`src/design/acpu_pkg.sv`:
```
// Shared types and constants for the accumulator machine execute block.
// No dependencies; used by acpu_alu, accumulator_cpu_execute_top and tb_top.
package acpu_pkg;

   localparam int WORD_W    = 16;
   localparam int ADDR_W    = 12;
   localparam int MEM_DEPTH = 4096;
   localparam int OPC_W     = 4;
   localparam int OPND_W    = 16;

   typedef enum logic [OPC_W-1:0] {
      OP_LDA  = 4'd0,
      OP_ADD  = 4'd1,
      OP_SUB  = 4'd2,
      OP_LDI  = 4'd3,
      OP_JMP  = 4'd4,
      OP_JMI  = 4'd5,
      OP_JEQ  = 4'd6,
      OP_STA  = 4'd7,
      OP_LSR  = 4'd8,
      OP_STP  = 4'd9,
      OP_ORG  = 4'd10,
      OP_DCW  = 4'd11,
      OP_NONE = 4'd12
   } op_type;

   typedef struct packed {
      logic [WORD_W-1:0] acc;
      logic [ADDR_W-1:0] pc;
      logic [ADDR_W-1:0] ptr;
   } arch_state_type;

   typedef struct packed {
      arch_state_type    state;
      logic              halt;
      logic              wr_en;
      logic [ADDR_W-1:0] wr_addr;
      logic [WORD_W-1:0] wr_data;
   } exec_result_type;

endpackage

```
`src/design/acpu_alu.sv`:
```
// Instruction execute logic: next accumulator, PC, setup pointer, halt flag and memory write.
// Depends on acpu_pkg.
module acpu_alu (
   input  logic [acpu_pkg::OPC_W-1:0]  op_code,
   input  logic [acpu_pkg::OPND_W-1:0] op_value,
   input  logic [acpu_pkg::WORD_W-1:0] mem_data,
   input  acpu_pkg::arch_state_type    cur,
   output acpu_pkg::exec_result_type   res
);
   import acpu_pkg::*;

   logic [ADDR_W-1:0] addr;
   logic [ADDR_W-1:0] pc_inc;
   logic [WORD_W-1:0] opnd_word;
   logic [WORD_W-1:0] half_sum;
   logic [WORD_W-1:0] acc_half;
   logic              acc_neg;
   logic              acc_zero;

   assign addr      = op_value[ADDR_W-1:0];
   assign pc_inc    = cur.pc + ADDR_W'(1);
   assign opnd_word = WORD_W'(signed'(op_value));
   assign acc_neg   = cur.acc[WORD_W-1];
   assign acc_zero  = (cur.acc == '0);
   // round toward zero: bias negatives by one before the arithmetic shift
   assign half_sum  = cur.acc + WORD_W'(acc_neg);
   assign acc_half  = WORD_W'($signed(half_sum) >>> 1);

   always_comb begin
      res.state   = cur;
      res.state.pc = pc_inc;
      res.halt    = 1'b0;
      res.wr_en   = 1'b0;
      res.wr_addr = addr;
      res.wr_data = cur.acc;
      case (op_code)
         OP_LDA: res.state.acc = mem_data;
         OP_ADD: res.state.acc = cur.acc + mem_data;
         OP_SUB: res.state.acc = cur.acc - mem_data;
         OP_LDI: res.state.acc = opnd_word;
         OP_JMP: res.state.pc = addr;
         OP_JMI: begin
            if (acc_neg) begin
               res.state.pc = addr;
            end
         end
         OP_JEQ: begin
            if (acc_zero) begin
               res.state.pc = addr;
            end
         end
         OP_STA: res.wr_en = 1'b1;
         OP_LSR: res.state.acc = acc_half;
         OP_STP: begin
            res.state.pc = cur.pc;
            res.halt     = 1'b1;
         end
         OP_ORG: begin
            res.state.pc  = cur.pc;
            res.state.ptr = addr;
         end
         OP_DCW: begin
            res.state.pc  = cur.pc;
            res.state.ptr = cur.ptr + ADDR_W'(1);
            res.wr_en     = 1'b1;
            res.wr_addr   = cur.ptr;
            res.wr_data   = opnd_word;
         end
         default: ;
      endcase
   end

endmodule

```
`config.mk`:
```
export PLATFORM = sky130hd
export DESIGN_NAME = acpu_alu
export DESIGN_NICKNAME = d
export VERILOG_FILES = /design/src/design/acpu_pkg.sv /design/src/design/acpu_alu.sv
export SDC_FILE = /design/constraint.sdc
export NUM_CORES = 1
export LEC_CHECK = 0
export ABC_AREA = 1
export BUFFER_PORTS_ARGS = -buffer_cell sky130_fd_sc_hd__buf_2
export CAP_MARGIN = 5
export CORE_MARGIN = 2
export CORE_UTILIZATION = 47
export DETAILED_ROUTE_END_ITERATION = 16
export GPL_TIMING_DRIVEN = 0
export PLACE_DENSITY_LB_ADDON = 0.08
export SYNTH_ARGS = -nofsm -noshare
export SYNTH_HDL_FRONTEND = slang
export SYNTH_SLANG_ARGS = --single-unit
export TNS_END_PERCENT = 50
```
`constraint.sdc`:
```
create_clock -name vclk -period 4.7
set_clock_uncertainty 0.1 [all_clocks]
set_input_delay 1.41 -clock vclk [all_inputs]
set_output_delay 1.41 -clock vclk [all_outputs]
set_load 0.01 [all_outputs]
```
### Word level (Yosys, flattened, before mapping)

Index checks and enable logic that the tools add are counted.

* register bits: 0
* word-level logic and storage cells: 28
* output and inout port bits: 70
* input port bits: 76

* reduce and logical (&&, ||, !) cells: 4
* equal/unequal tests: 11
* add/sub/neg operators: 5
* muxes and demuxes: 8

Operator list (number)
* $pmux W16 S5: 1
* $pmux W12 S4: 1
* $mux W28: 1
* $add A12 B1 Y12 const B: 2
* $mux W12: 2
* $pmux W12 S2: 1
* $add A16 B1 Y16: 1
* $add A16 B16 Y16: 1
* $eq A4 B3 Y1 const B: 4
* $eq A4 B4 Y1 const B: 4
* $logic_not A16 Y1: 1
* $sub A16 B16 Y16: 1
* $eq A4 B2 Y1 const B: 2
* $eq A4 B1 Y1 const B: 1
* $logic_not A4 Y1: 1
* $reduce_or A3 Y1: 1
* $mux W1: 2
* $reduce_or A2 Y1: 1

### Longest topological paths before layout

* depth after elaboration: 3
* depth in mapped cells: 22
* gate-level depth less buffers: 22

### Worst setup path after synthesis

OpenSTA, ideal clock, no wires.

* kind: input-to-output
* start: in mem_data[1] (netlist name)
* end: out res[69] (netlist name)
* path slack: -0.250 ns
* arrival: 3.440 ns
* stages on the path: 20
* buffers on the path: 0
* data required time: 3.190 ns
* cell sequence: inv_1 ha_1 nand3_1 or2_1 nor2_1 nand2_1 nand2_2 xor2_1 inv_1 ha_1 nand2_1 inv_1 nand2_1 nor3_1 nand2_1 nand2_1 inv_1 nand2_1 nand3_1 nand3_1

RTL lines
* from (decl): RTL line acpu_alu.sv:6 `input logic [acpu_pkg::WORD_W-1:0] mem_data,`
* to (decl): RTL line acpu_alu.sv:8 `output acpu_pkg::exec_result_type res`

==> out/metrics.yaml <==
floorplan:
  placementRows: 32
  die_width_microns: 91.8
  core-area_sq_um: 7610
  fp.dieArea_sq_um: 8430
  starting_density_of_the_core_pct: 47.6
  boundaryPins: 146
  die_y_microns: 91.8
status:
  violations: "setup timing"
  status: "complete, but fails checks"
power:
  cell_internal_pwr_uw: 215
  clkPwrFrac_pct: 0
  p_leak_uw: 0.00269
  power.switching_fraction_pct: 61.2
  reg_power_share_pct: 0
  finalPower_uw: 554
  power_dissipated_by_switching_net_loads_uw: 339
  pwr_per_cell_area_nw_per_um2: 111
  ir_worst_vdd_mv: 0.0809
  pwr-share-comb_pct: 100.0
logic_synthesis:
  synth_simple_gate_area_share_pct: 54.2
  post_synthesis_mux_area_share_pct: 0
  cells_after_synth: 734
  synth_sequential_area_ratio_pct: 0
  mappedNetlistNets: 830
  post_synthesis_compound_gate_area_fraction_pct: 19.3
  post_synthesis_share_of_cell_area_spent_on_xor_and_xnor_gates_pct: 4.11
  yosysWarningCount: 0
  post_synth_fa_ha_maj_area_fraction_pct: 7.11
  synth_cell_types: 44
  synth_top_family_by_area: "simple AND/OR/NAND/NOR gates"
  mean_instance_size_in_the_synthesized_netlist_sq_um: 4.94
  syn-cell-area_sq_um: 3620
sta:
  timing.final.setup_violations: 14
  rsz_0062_raised_after_global_routing: "yes"
  fin_ws_ns: -0.484
  number_of_pins_exceeding_their_max_slew_limit_in_the_final_report: 0
  finalHoldViolations: 0
  fin_crit_ns: 5.18
  fin_worst_hold_slack_ns: 3.00
  totalNegativeSetupSlack_ns: -5.07
  normalized_max_slew_margin_pct: 66.8
  fmax_mhz: 193
  slew_at_the_pin_closest_to_its_max_slew_limit_ns: 0.494
  final_min_period_over_clock_period_pct: 110
worst_hold_path:
  hold-path-endpoint: "res[29]"
  hp-class: "in2out"
  hold_path.startpoint: "op_code[1]"
  whs_path_depth: 3
drt:
  vias: 5575
  postRouteWirelength_mm: 14.6
  residual_drc_count: 0
  drt_pass1_iterations: 5
  post_drt_wl_per_cell_microns: 14.6
  ant_nets: 0
  route.detailed.vias_per_inst: 5.58
  drt_first_iter_violations: 505
final_layout:
  layout.cells.non_filler: 999
  nNetsFinal: 995
  antenna-diode-count: 0
  non_filler_cell_area_final_sq_um: 4990
  final.clkbuf_count: 0
  numSequentialCells: 0
  area.sequential_sq_um: 0
  fillers: 781
  area_added_between_synthesis_and_finish_pct: 37.7
  layout-drive-gt1-share_pct: 31.3
  final_cell_mix: "216 x sky130_fd_sc_hd__nand2_1, 144 x sky130_fd_sc_hd__buf_2, 106 x sky130_fd_sc_hd__inv_1, 64 x sky130_fd_sc_hd__nand3_1, 63 x sky130_fd_sc_hd__nor2_1"
  most_frequent_standard_cell_in_the_layout_excluding_fill_and_tap_cells: "sky130_fd_sc_hd__nand2_1"
  multiInputGateArea_sq_um: 3380
setup_path:
  crit_fanout: 4
  timing.critical_path.required_ns: 3.19
  startpoint_type: "input pin"
  critPathArrivalTime_ns: 3.67
  worst_setup_path_type: "in2out"
  critical_path_sink_type: "output port"
place:
  placed_cells: 981
  placedInstanceArea_sq_um: 4560
  finalWeightedCongestion: 0.965
  dpl.hpwl_mm: 12.0
  port_buffers: 145
global_route:
  globalRouteOverflowTotal: 0
  grt_antenna_before_repair: 0
  grt_max_degree: 11
  grt_use_total_pct: 32.7
  grt_pass1_wl_mm: 23.1
  grt_pass1_vias: 4917
job:
  drv.max_cap_violation_count: 0
cts:
  hold_buffers: 0
==> synthesized netlist by cell type (2+ instances only) <==
| cell type | number | area share (%) |
|---|---|---|
| sky130_fd_sc_hd__nand2_1 | 239 | 25 |
| sky130_fd_sc_hd__inv_2 | 8 | 0.83 |
| sky130_fd_sc_hd__nor2_4 | 7 | 2.2 |
| sky130_fd_sc_hd__ha_1 | 19 | 6.6 |
| sky130_fd_sc_hd__or2_2 | 6 | 1.0 |
| sky130_fd_sc_hd__nand4_1 | 23 | 4.0 |
| sky130_fd_sc_hd__buf_2 | 5 | 0.69 |
| sky130_fd_sc_hd__a211oi_1 | 4 | 0.83 |
| sky130_fd_sc_hd__o21ai_2 | 2 | 0.48 |
| sky130_fd_sc_hd__o2111ai_1 | 3 | 0.73 |
| sky130_fd_sc_hd__o21ai_1 | 2 | 0.28 |
| sky130_fd_sc_hd__nor2_1 | 69 | 7.1 |
| sky130_fd_sc_hd__nor3_1 | 10 | 1.4 |
| sky130_fd_sc_hd__o211ai_1 | 4 | 0.83 |
| sky130_fd_sc_hd__a22oi_1 | 2 | 0.41 |
| sky130_fd_sc_hd__a21o_1 | 3 | 0.62 |
| sky130_fd_sc_hd__nor2_2 | 5 | 0.86 |
| sky130_fd_sc_hd__nand3b_1 | 5 | 1.0 |
| sky130_fd_sc_hd__nand2_2 | 4 | 0.69 |
| sky130_fd_sc_hd__buf_6 | 2 | 0.62 |
| sky130_fd_sc_hd__a31oi_1 | 3 | 0.52 |
| sky130_fd_sc_hd__xor2_1 | 16 | 3.9 |
| sky130_fd_sc_hd__nand3_1 | 74 | 10 |
| sky130_fd_sc_hd__o221ai_1 | 5 | 1.2 |
| sky130_fd_sc_hd__buf_4 | 5 | 1.0 |
| sky130_fd_sc_hd__o21ai_0 | 49 | 6.8 |
| sky130_fd_sc_hd__inv_1 | 115 | 12 |
| sky130_fd_sc_hd__a21oi_1 | 29 | 4.0 |
==> how the worst max path moves through the flow <==
stage,start,to,slack [ns],depth (start not counted)
floorplan,mem_data[1],res[69],-0.06,20
global placement,op_code[1],res[68],-0.73,19
detailed placement,op_code[1],res[68],-0.80,19
CTS,mem_data[0],res[69],-0.46,20
global route,mem_data[0],res[69],-0.67,21
finish,mem_data[0],res[69],-0.48,21
==> critical path, stage by stage <==
cell and delay, ns:
sky130_fd_sc_hd__buf_8 0.10, sky130_fd_sc_hd__inv_6 0.05, sky130_fd_sc_hd__ha_4 0.14, sky130_fd_sc_hd__nand3_4 0.09
sky130_fd_sc_hd__or2_1 0.24, sky130_fd_sc_hd__nor2_1 0.09, sky130_fd_sc_hd__nand2_1 0.10, sky130_fd_sc_hd__nand2_2 0.08
sky130_fd_sc_hd__xor2_1 0.14, sky130_fd_sc_hd__inv_1 0.08, sky130_fd_sc_hd__ha_4 0.30, sky130_fd_sc_hd__nand2_4 0.06
sky130_fd_sc_hd__inv_2 0.06, sky130_fd_sc_hd__nand2_2 0.05, sky130_fd_sc_hd__nor3_2 0.14, sky130_fd_sc_hd__nand2_1 0.08
sky130_fd_sc_hd__nand2_2 0.09, sky130_fd_sc_hd__nand2_1 0.07, sky130_fd_sc_hd__nand3_2 0.09, sky130_fd_sc_hd__nand3_2 0.08
sky130_fd_sc_hd__buf_6 0.13
==> cells by family (layout without fill, tap and decap cells) <==
| kind of cell | count (synthesis) | count (layout) |
|---|---|---|
| xor+xnor | 17 | 17 |
| buf+inv | 137 | 300 |
| simple gates | 445 | 445 |
| compound gates | 115 | 115 |
| fa+ha+maj | 20 | 20 |
==> cell type report <==
class,count,share of cell area [%]
Tap cell,102,2.56
Inverter,124,9.73
Buffer,13,1.86
Multi-Input combinational cell,597,67.7
Timing Repair Buffer,163,18.2
==> power groups by stage <==
stage,clock network [uW],registers (uW),logic (uW)
6_report,0,0,554
3_5_place_dp,0,0,471
5_1_grt,0,0,607
2_1_floorplan,0,0,294
4_1_cts,0,0,526
3_3_place_gp,0,0,462
==> routing by layer <==
| metal | share of wire [%] | wire length, microns | global-route usage (%) |
|---|---|---|---|
| met3 | 7.5 | 1100 | 1.07 |
| met1 | 45 | 6540 | 46.5 |
| met5 | 0 | 0 | 0 |
| met4 | 1.7 | 255 | 5.85 |
| met2 | 46 | 6730 | 55.8 |
==> repair_timing <==
item                       CTS  global route
gates resized for setup     54            27
cloned                       0             0
pin swaps                   38            13
buffers inserted            16             2
setup endpoints to repair   15            15
==> per-stage QoR <==
stage               utilization (%)  worst slack, ns
floorplan                         -          -0.0602
global route                   65.6           -0.669
global placement               60.0           -0.727
detailed placement             60.0           -0.798
CTS                            64.0           -0.459
finish                         65.6           -0.484
(Power assumes the default switching activity.)
